==> src/rtl/core/int32_to_decimal_ascii_unit_macros.svh <==
// ---------------------------------------------------------------------------
// int32_to_decimal_ascii_unit_macros.svh
// Assertion macros for the integer-to-decimal-text unit.
// ---------------------------------------------------------------------------
`ifndef INT32_TO_DECIMAL_ASCII_UNIT_MACROS_SVH
`define INT32_TO_DECIMAL_ASCII_UNIT_MACROS_SVH

`ifndef SYNTHESIS
// Same-cycle implication, disabled during reset.
`define I2DA_ASSERT_IMP(label, clk, rst_n, ante, cons) \
    label: assert property (@(posedge clk) disable iff (!(rst_n)) (ante) |-> (cons)) \
        else $error("i2da assertion failed");
// Next-cycle implication, disabled during reset.
`define I2DA_ASSERT_NXT(label, clk, rst_n, ante, cons) \
    label: assert property (@(posedge clk) disable iff (!(rst_n)) (ante) |=> (cons)) \
        else $error("i2da assertion failed");
`else
`define I2DA_ASSERT_IMP(label, clk, rst_n, ante, cons)
`define I2DA_ASSERT_NXT(label, clk, rst_n, ante, cons)
`endif

`endif

==> src/rtl/core/i2da_pkg.sv <==
// ---------------------------------------------------------------------------
// i2da_pkg
// Types, character codes and decimal weights for the integer-to-text unit.
// ---------------------------------------------------------------------------
`default_nettype none

package i2da_pkg;

    localparam int NUM_DIGITS = 10;
    localparam int POS_W      = 4;

    localparam logic [7:0] CHAR_MINUS = 8'h2D;
    localparam logic [7:0] CHAR_ZERO  = 8'h30;

    typedef logic [31:0]      t_value;
    typedef logic [3:0]       t_digit;
    typedef logic [POS_W-1:0] t_pos;
    typedef t_digit [NUM_DIGITS-1:0] t_digit_row;

    localparam t_pos LAST_POS = t_pos'(NUM_DIGITS - 1);

    // decimal weight of each position, most significant first
    localparam logic [35:0] POW10 [NUM_DIGITS] = '{
        36'd1000000000, 36'd100000000, 36'd10000000, 36'd1000000, 36'd100000,
        36'd10000, 36'd1000, 36'd100, 36'd10, 36'd1
    };

    // m times the weight of position pos; only called with constant arguments
    function automatic logic [35:0] digit_weight(input int pos, input int m);
        return POW10[pos] * 36'(m);
    endfunction

endpackage

`default_nettype wire

==> src/rtl/core/int32_to_decimal_ascii_unit.sv <==
// ---------------------------------------------------------------------------
// int32_to_decimal_ascii_unit
// Converts signed 32-bit integers to decimal ASCII text, one character per
// output item, with a last flag on the final character of each value.
// ---------------------------------------------------------------------------
//
//  Channel | Direction | Handshake                | Payload
//  --------+-----------+--------------------------+--------------------------
//  input   | in        | i_in_valid / o_in_ready  | i_value (32b signed)
//  output  | out       | o_out_valid / i_out_ready| o_character (8b), o_last
//
// One stage takes the magnitude, then ten stages each peel off one decimal
// digit (nine parallel compares against the digit weights and a subtract).
// A value enters every cycle while the pipe moves; the first character shows
// after stages 0 to 10 and the serializer register, which sits at the end and
// emits one character per cycle while i_out_ready is high, so a value costs 1
// to 11 characters (sign plus digits) and the output port sets the sustained
// rate. Reset (synchronous, active low) clears all valid bits. A stall on the
// output holds the serializer; stages fill up behind it and then drop ready.
// ---------------------------------------------------------------------------
`default_nettype none

`include "int32_to_decimal_ascii_unit_macros.svh"

module int32_to_decimal_ascii_unit (
    input  wire logic            i_clk,
    input  wire logic            i_rst_n,
    input  wire logic            i_in_valid,
    output      logic            o_in_ready,
    input  wire i2da_pkg::t_value i_value,
    output      logic            o_out_valid,
    input  wire logic            i_out_ready,
    output      logic [7:0]      o_character,
    output      logic            o_last
);
    import i2da_pkg::*;

    localparam int LAST_STAGE = NUM_DIGITS;

    // pipeline stage registers: stage 0 holds the magnitude, stage k holds
    // digits 0..k-1 and the remainder still to convert
    logic       r_valid   [0:LAST_STAGE];
    t_value     r_mag     [0:LAST_STAGE];
    logic       r_neg     [0:LAST_STAGE];
    t_digit_row r_dig     [0:LAST_STAGE];
    logic       r_started [0:LAST_STAGE];
    t_pos       r_first   [0:LAST_STAGE];

    t_value     n_mag     [1:LAST_STAGE];
    t_digit_row n_dig     [1:LAST_STAGE];
    logic       n_started [1:LAST_STAGE];
    t_pos       n_first   [1:LAST_STAGE];

    logic       stage_ready [0:LAST_STAGE+1];

    // character serializer
    logic       r_ser_valid;
    logic       r_ser_neg;
    t_pos       r_ser_idx;
    t_digit_row r_ser_dig;
    logic       ser_free;

    // ---------------------------------------------------------------------
    // Digit extraction: one digit per stage
    // ---------------------------------------------------------------------
    always_comb begin
        t_digit      d;
        logic [31:0] sub;
        logic [35:0] w;
        for (int k = 1; k <= LAST_STAGE; k++) begin
            d   = '0;
            sub = '0;
            for (int m = 1; m <= 9; m++) begin
                w = digit_weight(k - 1, m);
                if ({4'b0, r_mag[k-1]} >= w) begin
                    d   = t_digit'(m);
                    sub = w[31:0];
                end
            end
            n_mag[k]        = r_mag[k-1] - sub;
            n_dig[k]        = r_dig[k-1];
            n_dig[k][k-1]   = d;
            n_started[k]    = r_started[k-1] || (d != '0);
            n_first[k]      = r_started[k-1] ? r_first[k-1] : t_pos'(k - 1);
        end
    end

    // ---------------------------------------------------------------------
    // Flow control: a stage takes new data when it is empty or moves on
    // ---------------------------------------------------------------------
    assign ser_free = !r_ser_valid || (i_out_ready && o_last);

    always_comb begin
        stage_ready[LAST_STAGE+1] = ser_free;
        for (int k = LAST_STAGE; k >= 0; k--) begin
            stage_ready[k] = !r_valid[k] || stage_ready[k+1];
        end
    end

    assign o_in_ready = stage_ready[0];

    // valid bits
    always_ff @(posedge i_clk) begin
        if (!i_rst_n) begin
            for (int k = 0; k <= LAST_STAGE; k++) begin
                r_valid[k] <= 1'b0;
            end
        end else begin
            if (stage_ready[0]) begin
                r_valid[0] <= i_in_valid;
            end
            for (int k = 1; k <= LAST_STAGE; k++) begin
                if (stage_ready[k]) begin
                    r_valid[k] <= r_valid[k-1];
                end
            end
        end
    end

    // stage payload
    always_ff @(posedge i_clk) begin
        if (stage_ready[0]) begin
            r_neg[0]     <= i_value[31];
            r_mag[0]     <= i_value[31] ? (32'd0 - i_value) : i_value;
            r_dig[0]     <= '0;
            r_started[0] <= 1'b0;
            r_first[0]   <= '0;
        end
        for (int k = 1; k <= LAST_STAGE; k++) begin
            if (stage_ready[k]) begin
                r_neg[k]     <= r_neg[k-1];
                r_mag[k]     <= n_mag[k];
                r_dig[k]     <= n_dig[k];
                r_started[k] <= n_started[k];
                r_first[k]   <= n_first[k];
            end
        end
    end

    // ---------------------------------------------------------------------
    // Serializer: sign first, then digits from the first nonzero one
    // ---------------------------------------------------------------------
    assign o_out_valid = r_ser_valid;
    assign o_last      = !r_ser_neg && (r_ser_idx == LAST_POS);
    assign o_character = r_ser_neg ? CHAR_MINUS : (CHAR_ZERO + {4'b0, r_ser_dig[r_ser_idx]});

    always_ff @(posedge i_clk) begin
        if (!i_rst_n) begin
            r_ser_valid <= 1'b0;
            r_ser_neg   <= 1'b0;
        end else if (ser_free) begin
            r_ser_valid <= r_valid[LAST_STAGE];
            r_ser_neg   <= r_neg[LAST_STAGE];
        end else if (i_out_ready && r_ser_neg) begin
            r_ser_neg   <= 1'b0;
        end
    end

    always_ff @(posedge i_clk) begin
        if (ser_free) begin
            r_ser_dig <= r_dig[LAST_STAGE];
            // zero has no nonzero digit: emit the units digit alone
            r_ser_idx <= r_started[LAST_STAGE] ? r_first[LAST_STAGE] : LAST_POS;
        end else if (r_ser_valid && i_out_ready && !r_ser_neg) begin
            r_ser_idx <= r_ser_idx + t_pos'(1);
        end
    end

    // ---------------------------------------------------------------------
    // Assertions
    // ---------------------------------------------------------------------
    // a run never breaks off before its last character
    `I2DA_ASSERT_NXT(a_run_continues, i_clk, i_rst_n,
        o_out_valid && i_out_ready && !o_last, o_out_valid)
    // the first emitted digit of a nonzero value is never a zero
    `I2DA_ASSERT_IMP(a_no_leading_zero, i_clk, i_rst_n,
        r_valid[LAST_STAGE] && r_started[LAST_STAGE],
        r_dig[LAST_STAGE][r_first[LAST_STAGE]] != '0)
    // magnitude fits the unsigned range implied by the sign
    `I2DA_ASSERT_IMP(a_mag_range, i_clk, i_rst_n,
        r_valid[0] && !r_neg[0], !r_mag[0][31])

endmodule

`default_nettype wire
==> config.mk <==
export PLATFORM = sky130hd
export DESIGN_NAME = int32_to_decimal_ascii_unit
export DESIGN_NICKNAME = d
export VERILOG_FILES = /design/src/rtl/core/i2da_pkg.sv /design/src/rtl/core/int32_to_decimal_ascii_unit.sv
export VERILOG_INCLUDE_DIRS = /design/src /design/src/rtl/core
export SDC_FILE = /design/constraint.sdc
export NUM_CORES = 1
export LEC_CHECK = 0
export ABC_AREA = 1
export BUFFER_PORTS_ARGS = -buffer_cell sky130_fd_sc_hd__clkbuf_2
export CAP_MARGIN = 20
export CORE_ASPECT_RATIO = 0.75
export CORE_MARGIN = 1
export CORE_UTILIZATION = 45
export CTS_CLUSTER_DIAMETER = 60
export DETAILED_ROUTE_END_ITERATION = 10
export HOLD_SLACK_MARGIN = 0.03
export PLACE_DENSITY = 0.69
export SETUP_SLACK_MARGIN = 0.2
export SKIP_CTS_REPAIR_TIMING = 1
export SYNTH_ARGS = -nofsm -noshare
export SYNTH_HDL_FRONTEND = slang
export SYNTH_SLANG_ARGS = --single-unit
==> constraint.sdc <==
create_clock -name i_clk -period 20.3 [get_ports i_clk]
set_input_delay 4.06 -clock i_clk [delete_from_list [all_inputs] [get_ports i_clk]]
set_output_delay 4.06 -clock i_clk [all_outputs]
set_load 0.02 [all_outputs]
==> flow_metrics.env <==
export IMPL_cap_violations=0
export IMPL_fin_setup_tns_ns=0
export IMPL_syn_area_per_cell_sq_um=10.1
export IMPL_setup_ws_ns=6.10
export IMPL_status="finished with violations"
export IMPL_antenna_found_initial=3
export IMPL_regArea_sq_um=18900
export IMPL_synth_cell_type_count=62
export IMPL_dr_pass1_iters=11
export IMPL_crit_arrival_ns=10.14
export IMPL_clockRootBuffer="clkbuf_16"
export IMPL_ir_drop_mv=0.0870
export IMPL_die_x_um=315
export IMPL_tightestPinTransition_ns=1.03
export IMPL_clk_pin_slew_ns=0.07
export IMPL_reg2reg_depth=26
export IMPL_violations="design-rule violations"
export IMPL_synth_edf_count=621
export IMPL_postRouteAntennaNets=0
export IMPL_ctsLongestPathBuffers=3
export IMPL_ys_ff_latch=632
export IMPL_pre_cts_ws_ns=5.76
export IMPL_cp_required_ns=16.24
export IMPL_report_final_slew_viol_count=0
export IMPL_cts_tree="done"
export IMPL_fillers=6358
export IMPL_cellLeakagePower_nw=14.9
export IMPL_htree_num_levels=2
export IMPL_relSlewSlack_pct=30.6
export IMPL_wl_per_cell_um=15.9
export IMPL_cts_sinks=632
export IMPL_vias_per_cell=5.27
export IMPL_synth_top_cell_area_share_pct=56.3
export IMPL_fmax_ghz=0.0704
export IMPL_yosys_area_top_type="edfxtp_1"
export IMPL_ys_warn_count=0
export IMPL_crit_type="in2out"
export IMPL_grt_pass1_wl_mm=112
export IMPL_drc=4
export IMPL_synth_flop_cell="edfxtp_1"
export IMPL_clk_insertion_delay_late_ns=0.64
export IMPL_power_mw=4.97
export IMPL_final_hold_viol_count=0
export IMPL_multi_input_area_sq_um=12500
export IMPL_dp_hpwl_mm=52.7
export IMPL_core_region_area_sq_um=72300
export IMPL_drive_gt1_share_pct=6.22
export IMPL_synthTopCellsByArea="edfxtp_1 (56%), nand2_1 (6.0%), ha_1 (5.0%)"
export IMPL_cts_buffers=57
export IMPL_startpoint_type="input port"
export IMPL_start_util_pct=45.8
export IMPL_power_density_nw_per_um2=136
export IMPL_io_pins=47
export IMPL_period_share_pct=69.9
export IMPL_wl_mm=69.7
export IMPL_die_h_um=237
export IMPL_overflow=0
export IMPL_gp_congestion=0.921
export IMPL_setup_viol=0
export IMPL_grt_max_degree=76
export IMPL_synthCells=3282
export IMPL_drt_iter0_markers=2329
export IMPL_grtUsageTotal_pct=18.6
export IMPL_synthToLayoutAreaGrowth_pct=10.2
export IMPL_worstHoldPathCells=0
export IMPL_rows=85
export IMPL_worst_hold_path_type="reg2reg"
export IMPL_nets=3555
export IMPL_post_route_cell_area_sq_um=36500
export IMPL_vias=23100
export IMPL_cp_end_kind="primary output"
export IMPL_period_needed_ns=14.20
export IMPL_synthArstFlopShare_pct=0
export IMPL_place_area_sq_um=34500
export IMPL_portBuffers=43
export IMPL_dieArea_sq_um=74700
export IMPL_worst_hold_slack_ns=0.412
export IMPL_syn_area_sq_um=33100
export IMPL_finClkSkew_ns=0.0373
export IMPL_ys_seq_area_share_pct=56.9
export IMPL_worstPathMaxFanout=66
export IMPL_rsz0062_at_grt="false"
export IMPL_first_global_vias=21200
## cells in the final DEF, fill, tap and decap left out, types with 6 or more instances in the layout
| cell type | instances |
|---|---|
| nor2_1 | 388 |
| buf_4 | 10 |
| xnor2_1 | 92 |
| clkbuf_1 | 8 |
| nand3_1 | 141 |
| clkbuf_2 | 43 |
| nand4_1 | 45 |
| inv_1 | 424 |
| clkinv_2 | 10 |
| a21oi_1 | 229 |
| nand2_1 | 528 |
| nor2_2 | 6 |
| nor3_1 | 72 |
| a211oi_1 | 10 |
| xor2_1 | 150 |
| a31oi_1 | 27 |
| fa_1 | 9 |
| clkinvlp_4 | 6 |
| nand2_2 | 14 |
| nor4_1 | 41 |
| clkbuf_16 | 57 |
| inv_2 | 14 |
| o31ai_1 | 9 |
| o21a_1 | 10 |
| o221ai_1 | 8 |
| ha_1 | 133 |
| edfxtp_1 | 621 |
| a21o_1 | 6 |
| o311ai_0 | 9 |
| o211ai_1 | 15 |
| o21ai_0 | 149 |
| clkinv_1 | 9 |
| o21bai_1 | 9 |
| nand3b_1 | 8 |
| or2_2 | 10 |
| dfxtp_1 | 11 |
| o2111ai_1 | 8 |
## routing by layer
| layer | routed length (um) | GRT usage, % | vias up | share of wire, % |
|---|---|---|---|---|
| li1 | - | - | 11600 | - |
| met5 | 26 | 0 | - | 0.037 |
| met2 | 28900 | 26.7 | 837 | 41 |
| met3 | 5740 | 3.76 | 94 | 8.2 |
| met4 | 1170 | 4.08 | 4 | 1.7 |
| met1 | 33900 | 28.7 | 10600 | 49 |
## worst max-delay path, cell delays in order
cell      delay (ns)
clkbuf_2        0.09
nand2_1         0.11
o21ai_4         0.18
inv_2           0.10
nand3_4         0.28
buf_16          0.31
inv_2           0.07
nand2_2         0.08
nor2_2          0.04
inv_2           0.03
buf_4           0.63
nor2_1          0.12
inv_2           0.07
buf_4           0.60
nor2_1          0.11
inv_2           0.07
buf_4           0.55
nor2_1          0.11
inv_2           0.08
nor2_1          0.04
inv_2           0.74
nor2_2          0.06
inv_2           0.69
nor2_2          0.09
nand2_1         0.09
buf_4           0.38
clkbuf_2        0.25
## cell type report
class,count,share of cell area [%]
inverter,442,4.54
clock buffer,68,4.10
sequential,632,51.6
antenna,1,0.00685
tap,957,3.28
timing repair buffer,55,0.925
clock inverter,39,1.21
multi-input combinational,2189,34.3
## flip-flops by register name, summed over array words and instances, names as in the netlist
register     flops
r_ser_neg        1
r_started       10
r_dig          210
r_ser_dig       39
r_neg           11
r_valid         11
r_mag          320
r_ser_idx        4
r_first         25
o_out_valid      1
## metrics by stage
| step | util [%] | instances |
|---|---|---|
| final | 50.5 | 4383 |
| after detailed placement | 47.8 | 4273 |
| after floorplan | - | 3283 |
| after global routing | 50.5 | 4382 |
| after global placement | 47.8 | 4273 |
| after CTS | 50.4 | 4380 |
## kinds of logic (layout without fill, tap and decap cells)
family          count (synthesis)  in the layout  synth area share, %
compound gates                527            527                 9.17
buf+inv                       462            604                 5.31
other cells                     2              4               0.0227
xor+xnor                      242            242                 6.40
simple gates                 1275           1275                 16.6
flops                         632            632                 56.9
fa+ha+maj                     142            142                 5.56
## power by group
group / internal (mW) / leakage, nW / switching (mW)
sequential: 1.91 / 6.65 / 0.352
clock: 0.603 / 0.934 / 0.489
combinational: 0.605 / 7.27 / 1.02
total: 3.11 / 14.9 / 1.86
## path summary, 6_finish.rpt
check                                             from                endpoint  slack, ns
worst max-delay path                       i_out_ready              o_in_ready       6.10
worst min-delay path             r_mag[6][1]$_DFFE_PP_   r_mag[7][1]$_DFFE_PP_       0.41
worst max register to register  r_ser_idx[0]$_DFFE_PP_  r_mag[1][29]$_DFFE_PP_      12.99
worst min register to register   r_mag[6][1]$_DFFE_PP_   r_mag[7][1]$_DFFE_PP_       0.41
## synth_stat cells (4+ instances only)
library cell and number:
ha_1 133, a21oi_1 229, nand2_2 13, o31ai_1 9, inv_2 13, a21boi_0 5, o21bai_1 9, nor2_2 6
nand2_1 529, o311ai_0 9, o211ai_1 15, xnor2_1 92, nand3_1 141, a31oi_1 27, nand4_1 45, o21ai_1 4
nor3_1 72, edfxtp_1 621, o2111ai_1 8, o22ai_1 4, o221ai_1 8, inv_1 425, fa_1 9, nor2_1 388
a2111oi_0 5, o21a_1 10, or2_2 10, nand3b_1 8, clkinv_1 4, dfxtp_1 11, buf_4 4, xor2_1 150
nand2_4 4, a311oi_1 5, clkbuf_1 13, o21ai_0 149, a41oi_1 4, a21o_1 6, nor4_1 41, a211oi_1 10
No activity file was read; power rests on OpenSTA's default activity.
